--- config.mk ---
export PLATFORM = sky130hd
export DESIGN_NAME = qrpt_translate
export DESIGN_NICKNAME = d
export VERILOG_FILES = /design/src/rtl/qrpt_pkg.sv /design/src/rtl/qrpt_translate.sv
export SDC_FILE = /design/constraint.sdc
export NUM_CORES = 1
export LEC_CHECK = 0
export ABC_AREA = 1
export CORE_ASPECT_RATIO = 0.8
export CORE_MARGIN = 2
export CORE_UTILIZATION = 36
export CTS_CLUSTER_DIAMETER = 40
export DETAILED_ROUTE_END_ITERATION = 7
export DONT_BUFFER_PORTS = 1
export PLACE_DENSITY = 0.6
export REMOVE_ABC_BUFFERS = 1
export SLEW_MARGIN = 5
export SYNTH_ARGS = -nofsm -noshare
export SYNTH_HDL_FRONTEND = slang
export SYNTH_SLANG_ARGS = --single-unit
--- constraint.sdc ---
create_clock -name i_clk -period 5.6 [get_ports i_clk]
set_clock_uncertainty 0.05 [all_clocks]
set_input_delay 0.56 -clock i_clk [delete_from_list [all_inputs] [get_ports i_clk]]
set_output_delay 0.56 -clock i_clk [all_outputs]
set_load 0.02 [all_outputs]
--- src/rtl/qrpt_pkg.sv ---
// Shared types, widths and helpers for the quaternion rigid point transform.
`default_nettype none
package qrpt_pkg;

    localparam int COORD_WIDTH = 32;
    localparam int QUAT_WIDTH  = 16;
    localparam int FRAC_SHIFT  = 14;
    localparam int QPROD_W     = 2 * QUAT_WIDTH;
    localparam int QSUM_W      = QPROD_W + 2;
    localparam int QRND_W      = QSUM_W - FRAC_SHIFT;
    localparam int PROD_W      = COORD_WIDTH + QUAT_WIDTH;
    localparam int ACC_W       = PROD_W + 2;
    localparam int RND_W       = ACC_W - FRAC_SHIFT;
    localparam int SUM_W       = RND_W + 1;
    localparam int INDEX_W     = 3;

    localparam logic signed [QUAT_WIDTH-1:0] QUAT_ONE   = 16'sd16384;
    localparam logic signed [QSUM_W-1:0]     Q28_ONE    = 34'sd268435456;
    localparam logic signed [QSUM_W-1:0]     QSUM_HALF  = 34'sd8192;
    localparam logic signed [ACC_W-1:0]      ACC_HALF   = ACC_W'(8192);
    localparam logic signed [QRND_W-1:0]     ENTRY_MAX  = 20'sd32767;
    localparam logic signed [QRND_W-1:0]     ENTRY_MIN  = -20'sd32768;
    localparam logic signed [SUM_W-1:0]      SUM_HI     =
        {{(SUM_W-COORD_WIDTH+1){1'b0}}, {(COORD_WIDTH-1){1'b1}}};
    localparam logic signed [SUM_W-1:0]      SUM_LO     =
        {{(SUM_W-COORD_WIDTH+1){1'b1}}, {(COORD_WIDTH-1){1'b0}}};

    typedef enum logic [INDEX_W-1:0] {
        REG_QUAT_W  = 3'd0,
        REG_QUAT_X  = 3'd1,
        REG_QUAT_Y  = 3'd2,
        REG_QUAT_Z  = 3'd3,
        REG_SHIFT_X = 3'd4,
        REG_SHIFT_Y = 3'd5,
        REG_SHIFT_Z = 3'd6
    } t_reg_index;

    typedef logic signed [QUAT_WIDTH-1:0]  t_entry;
    typedef logic signed [COORD_WIDTH-1:0] t_coord;
    typedef logic signed [RND_W-1:0]       t_rnd;
    typedef t_entry [8:0]                  t_mat;
    typedef t_coord [2:0]                  t_vec;
    typedef t_rnd   [2:0]                  t_rvec;

    typedef struct packed {
        t_entry w;
        t_entry x;
        t_entry y;
        t_entry z;
    } t_quat;

    function automatic t_entry round_entry(input logic signed [QSUM_W-1:0] v);
        logic signed [QSUM_W-1:0] s;
        logic signed [QRND_W-1:0] t;
        t_entry                   e;
        s = v + QSUM_HALF;
        t = s[QSUM_W-1:FRAC_SHIFT];
        if (t > ENTRY_MAX) begin
            e = ENTRY_MAX[QUAT_WIDTH-1:0];
        end else if (t < ENTRY_MIN) begin
            e = ENTRY_MIN[QUAT_WIDTH-1:0];
        end else begin
            e = t[QUAT_WIDTH-1:0];
        end
        return e;
    endfunction

endpackage
`default_nettype wire

--- src/rtl/qrpt_translate.sv ---
// Output stage: add the translation, saturate each coordinate, flag clamping.
`default_nettype none
module qrpt_translate (
    input  wire logic            i_clk,
    input  wire logic            i_rst_n,
    input  wire logic            i_valid,
    input  wire qrpt_pkg::t_rvec i_rot,
    input  wire qrpt_pkg::t_vec  i_shift,
    output logic                 o_valid,
    output qrpt_pkg::t_vec       o_out,
    output logic                 o_saturated
);
    import qrpt_pkg::*;

    logic signed [SUM_W-1:0] sum [3];
    t_vec                    r_out, n_out;
    logic                    r_sat, n_sat;
    logic                    r_valid;

    always_comb begin
        n_sat = 1'b0;
        for (int r = 0; r < 3; r++) begin
            sum[r] = {i_rot[r][RND_W-1], i_rot[r]}
                   + {{(SUM_W-COORD_WIDTH){i_shift[r][COORD_WIDTH-1]}}, i_shift[r]};
            if (sum[r] > SUM_HI) begin
                n_out[r] = SUM_HI[COORD_WIDTH-1:0];
                n_sat    = 1'b1;
            end else if (sum[r] < SUM_LO) begin
                n_out[r] = SUM_LO[COORD_WIDTH-1:0];
                n_sat    = 1'b1;
            end else begin
                n_out[r] = sum[r][COORD_WIDTH-1:0];
            end
        end
    end

    always_ff @(posedge i_clk) begin
        if (!i_rst_n) begin
            r_valid <= 1'b0;
        end else begin
            r_valid <= i_valid;
        end
    end

    always_ff @(posedge i_clk) begin
        r_out <= n_out;
        r_sat <= n_sat;
    end

    assign o_valid     = r_valid;
    assign o_out       = r_out;
    assign o_saturated = r_sat;

endmodule
`default_nettype wire

# Yosys cells after proc, flatten, opt, wreduce, memory -nomap -nowiden
# Index checks and enable logic that the tools add are counted.
# W data, S select, Z words.
dict set report word_totals {
  ff_bits 98
  output_inout_bits 98
  elab_cells 19
}
dict set report op_classes {
  addsub 3
  magnitude_cmp 6
  muxes 4
  n_reduce_logical 1
}
# cell count
set op_table {}
lappend op_table {{$add A36 B32 Y37} 3}
lappend op_table {{$gt A37 B32 Y1 const B} 3}
lappend op_table {{$lt A37 B32 Y1 const B} 3}
lappend op_table {{$mux W32} 3}
lappend op_table {{$reduce_or A5 Y1} 1}
lappend op_table {{$mux W1} 1}

# Logic depth before layout (Yosys ltp)
# Gate-level depths: netlist of run 1.
dict set report logic_depth {
  word_depth 3
  ltp_mapped 19
  ltp_nobuf 19
}

# Least setup slack after synthesis of run 1
# No wires, ideal clock.
dict set report synth_timing {
  kind {input -> register}
  from {in i_rot[36] (netlist bit)}
  to {reg r_out (netlist bit o_out[45])}
  setup_time_ps 124
  arrival_time_ps 2491
  t_required_ps 5426
  setup_slack_ps 2935
  cell_stages 19
  n_path_buf 1
  path_cell_list {ha_1 fa_1 nand3_1 nand3_1 nand2_1 nand2_1 nand2_1 nand2_2 nand2_1 nand2_1 nand2_1 nand2_1 nand2_1 nand2_1 inv_1 nand2_2 inv_2 buf_6 o21ai_2}
}
dict set report synth_between {
  elab_chain_len 3
  word_cells_on_any_way 4
  classes_between {1 x add/sub; 2 x order compare; 1 x mux}
}
# item line
set synth_rtl {}
lappend synth_rtl {{from (decl)} qrpt_translate.sv:7} ;# input wire qrpt_pkg::t_rvec i_rot,
lappend synth_rtl {{$add A36 B32 Y37 (*)} qrpt_translate.sv:24} ;# + {{(SUM_W-COORD_WIDTH){i_shift[r][COORD_WIDTH-1]}}, i_shift[r]};
lappend synth_rtl {{$lt A37 B32 Y1} qrpt_translate.sv:28} ;# end else if (sum[r] < SUM_LO) begin
lappend synth_rtl {{$mux W32} qrpt_translate.sv:28}
lappend synth_rtl {{to (signal assigned)} qrpt_translate.sv:46} ;# r_out <= n_out;
lappend synth_rtl {{to (decl)} qrpt_translate.sv:16} ;# t_vec r_out, n_out;
# Mark *: on every way between the ends. The rest lies on a longest branch, timed or not.
# A chain may end at the register's enable or synchronous reset.

# Final worst setup path of run 1
dict set report layout_timing {
  from {in i_rot[36] (netlist bit)}
  to {reg r_out (netlist bit o_out[40])}
}
# The elaborated chain is that of the path after synthesis.

==> impl_metrics.env, run 1 <==
export IMPL_status="finished clean"
export IMPL_grt_pass1_vias=9221
export IMPL_cp_max_fo=18
export IMPL_totalWireLength_um=32320
export IMPL_hpwl_um=27280
export IMPL_grt_usage_pct=21.91
export IMPL_die_area_um2=28710
export IMPL_tritoncts="done"
export IMPL_crit_type="input pin to flop"
export IMPL_max_cap_violations=0
export IMPL_diodes=0
export IMPL_setup_tns_ps=0
export IMPL_routedWlPerCell_um=16.50
export IMPL_critPathRequiredTime_ps=5760
export IMPL_nets=1907
export IMPL_via_per_inst=5.058
export IMPL_syn_mean_instance_area_um2=6.192
export IMPL_p_leak_uw=0.005489
export IMPL_clkTransAtPathRegs_ps=80
export IMPL_path_common_cell="nand2_1"
export IMPL_seq_power_share_pct=40.9
export IMPL_relSlewSlack_pct=30.77
export IMPL_die_w_um=189.0
export IMPL_initial_core_util_pct=36.36
export IMPL_period_minus_slack_ps=3255
export IMPL_cpPeakStageDelay_ps=630
export IMPL_maxSlewViolCount=0
export IMPL_switching_share_pct=45.70
export IMPL_slowest_stage="nand2_1"
export IMPL_drcViolationCount=0
export IMPL_dp_cells=1942
export IMPL_via_count=9903
export IMPL_syn_to_final_growth_pct=6.757
export IMPL_synth_area_um2=9852
export IMPL_drive_gt1_share_pct=5.646
export IMPL_grt_pass1_wl_um=50050
export IMPL_cp_arrival_ps=3420
export IMPL_finalNonFillerCells=1958
export IMPL_synth_edf_count=0
export IMPL_end_kind="flop"
export IMPL_antenna_left=0
export IMPL_async_flop_share_pct=0
export IMPL_ys_ff_latch=98
export IMPL_cts_buffers=9
export IMPL_cp_start_kind="input pin"
export IMPL_finalSetupViolations=0
export IMPL_drt_iter0_drc=679
export IMPL_first_pass_iters=6
export IMPL_postCtsSetupBuffers=0
export IMPL_finalWeightedCongestion=0.9594
export IMPL_htreeDepth=3
export IMPL_pwr_share_comb_pct=36.3
export IMPL_cts_hold_buf=0
export IMPL_clockBufferDepth=2
export IMPL_timing_final_crit_share_pct=58.12
export IMPL_power_density_nw_per_um2=294.3
export IMPL_worstMarginPinSlew_ps=1035
export IMPL_dieHeight_um=152.0
export IMPL_internal_power_uw=1681
export IMPL_power_share_clock_pct=22.8
export IMPL_ioPinCount=305
export IMPL_grt_max_degree=33
export IMPL_overflow=0
export IMPL_coreArea_um2=27090
export IMPL_switchingPower_uw=1415
export IMPL_min_path_type="input pin to flop"
export IMPL_seq_area_frac_synth_pct=19.91
export IMPL_hold_viol=0
export IMPL_antenna_found_initial=0
export IMPL_path_cells="ha_1, fa_1, nand3_1, nand3_1, nand2_1, nand2_1, nand2_1, nand2_1, nand2_1, nand2_1, nor2_1, nand3_1, nand2_1, buf_4, o21ai_0"
export IMPL_yosys_warnings=0
export IMPL_rows=54
export IMPL_grt_setup_unrepaired="no"
export IMPL_yosys_most_used_dff="dfxtp_1"
export IMPL_fmax_ghz=0.3072
export IMPL_cts_resized=0
export IMPL_vdd_drop_max_mv=0.1576
export IMPL_root_buffer="clkbuf_16"
export IMPL_synth_cell_types=42
export IMPL_clock_sinks=98
export IMPL_syn_inst=1591
export IMPL_io_buffer_count=0
## metrics by stage
step / utilization [%] / instance area, um^2 / power (uW) / setup WS (ps) / hold slack, ps
floorplan: - / 9707 / 2060 / 2382 / 603.5
global placement: 37.62 / 10190 / 2400 / 2059 / 688.7
finish: 38.82 / 10520 / 3096 / 2345 / 320.6
global route: 38.82 / 10520 / 3308 / 2093 / 327.8
detailed placement: 37.62 / 10190 / 2394 / 2037 / 692.2
CTS: 38.82 / 10520 / 3129 / 2406 / 305.3
## layer usage
metal / GRT usage, % / wire, um / up-vias
li1: - / - / 5089
met1: 32.30 / 15970 / 4445
met2: 33.23 / 13720 / 351
met3: 4.343 / 2306 / 18
met4: 3.646 / 310 / 0
met5: 0 / 0 / -
## cell families (layout without fill, tap and decap cells)
group	count (synthesis)	in the layout	share of synthesized area, %
simple gates	859	859	35.60
xor+xnor	86	86	7.722
buf+inv	208	211	8.750
compound gates	229	229	13.69
flops	98	98	19.91
fa+ha+maj	111	111	14.33
## path summary, 6_finish.rpt
| check | startpoint | end | slack (ps) | cells after the start |
|---|---|---|---|---|
| max | i_rot[36] | o_out[40] | 2350 | 15 |
| min | i_valid | o_valid | 320 | 2 |
## registers in the layout, indices dropped and copies added, names as in the netlist
| name | flops |
|---|---|
| o_valid | 1 |
| o_saturated | 1 |
| o_out | 96 |
## worst max-delay path, delay by kind of cell
family / cells / cell delay, ps
simple gates: 11 / 1660
fa+ha+maj: 2 / 750
buf+inv: 1 / 320
compound gates: 1 / 110
## power by group through the flow
stage	Clock (uW)	Sequential, uW	Combinational [uW]
after CTS	739	1270	1120
after global placement	0	1290	1110
after floorplan	0	1220	839
final	706	1270	1120
after global routing	758	1280	1270
after detailed placement	0	1280	1110
## synthesized netlist by cell type (5+ instances only)
cell type / n / area, um^2
o21ai_0: 42 / 210.2
nand2_1: 586 / 2200
buf_2: 5 / 25.02
nand4_1: 9 / 56.30
buf_6: 8 / 90.09
a31oi_1: 19 / 118.9
xor2_1: 40 / 350.3
nor2_1: 136 / 510.5
inv_2: 10 / 37.54
and3_1: 9 / 56.30
nand3_2: 6 / 60.06
a21o_1: 6 / 45.04
dfxtp_1: 98 / 1962
ha_1: 108 / 1351
inv_1: 179 / 671.9
a21oi_1: 110 / 550.5
nor3_1: 11 / 55.05
nand3_1: 66 / 330.3
nand2_2: 20 / 125.1
o21ai_2: 21 / 183.9
o21bai_1: 18 / 135.1
xnor2_1: 45 / 394.1
## layout by cell type, fill, tap and decap left out, types with 2 or more instances in the layout
| master | n |
|---|---|
| clkbuf_16 | 9 |
| clkinvlp_4 | 3 |
| a21oi_2 | 2 |
| fa_1 | 3 |
| or2_2 | 2 |
| nor4_1 | 4 |
| nor2_1 | 136 |
| nor3_1 | 11 |
| nand3_1 | 66 |
| bufinv_16 | 2 |
| buf_4 | 4 |
| o21ai_2 | 21 |
| nand4_1 | 9 |
| a21boi_0 | 3 |
| inv_2 | 10 |
| xor2_1 | 40 |
| o21bai_1 | 18 |
| inv_1 | 179 |
| nand2_1 | 586 |
| nand2_2 | 20 |
| and3_1 | 9 |
| inv_6 | 2 |
| a21oi_1 | 110 |
| o21ai_1 | 3 |
| ha_1 | 108 |
| nand3_2 | 6 |
| xnor2_1 | 45 |
| clkinv_1 | 2 |
| nor2_2 | 4 |
| and2_1 | 2 |
| o21ai_0 | 42 |
| dfxtp_1 | 98 |
| a31oi_1 | 19 |
| a21o_1 | 6 |
## final cells by class
type                            count  area (um^2)
Inverter                          191        716.9
Multi-Input combinational cell   1285         7028
Clock inverter                      7        100.1
Clock buffer                        9        225.2
Timing Repair Buffer                4        30.03
Sequential cell                    98         1962
Fill cell                        2975        16580
Tap cell                          364        455.4
(Power assumes the default switching activity.)
==> run 2, diff against run 1 <==
ABC_AREA = 0   (was 1)
clock period = 3.3 ns   (was 5.6 ns; I/O delays follow)
==> run 2 against run 1 <==
Net effect:
- flip-flop and latch count is the same
- via count shrank 17%
- global-route usage shrank 2.0 points
- hold slack lost 270 ps
- non-clock buffer count grew 184
- area after synthesis shrank 16%
- first-iteration DRC count shrank 41%
- design area grew 0.69%
- die area shrank 15%
- wire length shrank 21%
- worst setup slack lost 2200 ps
- sequential power grew 45%
==> impl_metrics.env, run 2 <==
export IMPL_syn_inst=1012
export IMPL_critPathBufInv=0
export IMPL_largest_reg_flops=96
export IMPL_grt_usage_pct=19.90
export IMPL_clock_sinks=98
export IMPL_via_count=8175
export IMPL_grt_max_degree=32
export IMPL_tritoncts="done"
export IMPL_routedWlPerCell_um=17.19
export IMPL_yosysMostFrequentCell="ha_1"
export IMPL_worstHoldPathCells=1
export IMPL_finalWeightedCongestion=0.9150
export IMPL_syn_mean_instance_area_um2=8.224
export IMPL_io_buffer_count=0
export IMPL_synth_area_leaders="dfxtp_1 (24%), ha_1 (16%), a21o_1 (7.0%), a21oi_1 (5.7%), xnor2_1 (5.2%)"
export IMPL_cpPeakStageDelay_ps=570
export IMPL_p_leak_uw=0.004798
export IMPL_period_minus_slack_ps=3197
export IMPL_relSlewSlack_pct=61.83
export IMPL_antenna_found_initial=0
export IMPL_rows=49
export IMPL_synth_largest_area_cell="dfxtp_1"
export IMPL_status="finished clean"
export IMPL_finalSetupViolations=0
export IMPL_die_w_um=174.0
export IMPL_power_density_nw_per_um2=445.4
export IMPL_cp_depth=12
export IMPL_crit_type="input pin to flop"
export IMPL_drt_iter0_drc=399
export IMPL_max_cap_violations=0
export IMPL_overflow=0
export IMPL_maxSlewViolCount=0
export IMPL_hold_viol=0
export IMPL_cp_max_fo=3
export IMPL_clkTransAtPathRegs_ps=70
export IMPL_hold_path_end="o_valid"
export IMPL_yosys_warnings=0
export IMPL_seq_area_frac_synth_pct=23.57
export IMPL_clockBufferDepth=2
export IMPL_synth_area_um2=8323
export IMPL_vdd_drop_max_mv=0.2096
export IMPL_via_per_inst=5.476
export IMPL_synth_edf_count=0
export IMPL_dieHeight_um=140
export IMPL_root_buffer="clkbuf_16"
export IMPL_critPathRequiredTime_ps=3470
export IMPL_whs_ps=52.49
export IMPL_cp_arrival_ps=3360
export IMPL_design_area_um2=10590
export IMPL_async_flop_share_pct=0
export IMPL_ys_ff_latch=98
export IMPL_power_uw=4717
export IMPL_hpwl_um=21000
export IMPL_yosys_most_used_dff="dfxtp_1"
export IMPL_synth_top_cell_area_share_pct=23.57
export IMPL_grt_pass1_wl_um=39510
export IMPL_initial_core_util_pct=36.89
export IMPL_nets=1501
export IMPL_grt_pass1_vias=7805
export IMPL_first_pass_iters=4
export IMPL_layout_cells_most_common="buf_4"
export IMPL_end_kind="flop"
export IMPL_syn_to_final_growth_pct=27.24
export IMPL_totalWireLength_um=25660
export IMPL_drive_gt1_share_pct=21.82
export IMPL_yosys_top_cells_count="ha_1 (108), dfxtp_1 (98), a21oi_1 (94)"
export IMPL_cts_buffers=9
export IMPL_slowest_stage="or4_4"
export IMPL_grt_setup_unrepaired="yes"
export IMPL_fmax_ghz=0.3128
export IMPL_coreArea_um2=22560
export IMPL_cp_start_kind="input pin"
export IMPL_min_path_type="input pin to flop"
export IMPL_timing_final_crit_share_pct=96.87
export IMPL_hold_start="i_valid"
export IMPL_postPlaceCellArea_um2=10050
export IMPL_antenna_left=0
export IMPL_htreeDepth=3
export IMPL_final_cell_mix="buf_4 (181), ha_1 (105), dfxtp_1 (98)"
export IMPL_path_cells="ha_1, and4_1, nor2b_1, a2111o_1, o21ai_2, a311oi_1, nor4bb_1, a211oi_1, or4_4, nor2_1, a31oi_1, or4_1"
export IMPL_die_area_um2=24360
export IMPL_cp_top_family="simple AND/OR/NAND/NOR gates"
export IMPL_ioPinCount=305
export IMPL_drcViolationCount=0
export IMPL_worstMarginPinSlew_ps=566.5
export IMPL_synth_cell_types=78
export IMPL_diodes=0
==> run 2: cell count changes after synthesis, moves of 16 or more <==
cell      previous run  this run
nand2_1            586        67
inv_1              179        28
nor2_1             136        49
a21o_1               6        78
nand3_1             66        18
o21ai_0             42        83
o21ai_1              3        35
nand2_2             20         0
o21ai_2             21         1
a21oi_1            110        94
clkbuf_1             0        16
==> run 2: cell families after synthesis <==
logic type / share of synthesized area (%)
compound gates: 31.57
xor+xnor: 9.681
fa+ha+maj: 16.96
buf+inv: 2.676
flops: 23.57
mux: 0.4811
simple gates: 15.06
==> run 2: worst max-delay path by stage <==
stage	from	endpoint
final	i_rot[81]	o_saturated
after global routing	i_rot[0]	o_saturated
after CTS	i_rot[72]	o_saturated
after detailed placement	i_rot[36]	o_saturated
after global placement	i_rot[36]	o_saturated
after floorplan	i_rot[72]	o_out[66]
==> run 2: final cells by class <==
type                       instances  area, um^2
fill                            2295       11970
multi-input combinational        858        6379
sequential                        98        1962
timing repair buffer             188        1490
tap                              306       382.9
clock buffer                      11       242.7
inverter                          28       105.1
clock inverter                     4       28.78
==> run 2: metrics by stage <==
| step | std cells | util, % | setup slack [ps] | TNS [ps] |
|---|---|---|---|---|
| detailed placement | 1474 | 44.54 | -563.5 | -30980 |
| global route | 1493 | 46.94 | -43.17 | -43.17 |
| finish | 1493 | 46.94 | 103.4 | 0 |
| global placement | 1474 | 44.54 | -489.1 | -26450 |
| floorplan | 984 | - | -508.5 | -26320 |
| CTS | 1489 | 45.87 | 6.793 | 0 |
==> run 2: timing repair <==
action                     CTS  global route
setup endpoints to repair    7            62
hold buffers                 0             0
buffers inserted             0             4
gates resized for setup      5            42
pin swaps                    2            30
==> run 2: power breakdown <==
part / internal, uW / switching (uW)
sequential: 1420 / 415
clock: 530 / 495
combinational: 899 / 956
total: 2850 / 1870
==> run 2: per-layer routing <==
metal / GRT usage (%) / up-vias / part of all wire [%] / wire length [um]
met5: 0 / - / 0 / 0
met4: 4.998 / 0 / 1.6 / 401
met3: 4.777 / 31 / 6.3 / 1626
met2: 31.77 / 266 / 45 / 11430
met1: 27.03 / 3764 / 48 / 12200
li1: - / 4114 / - / -
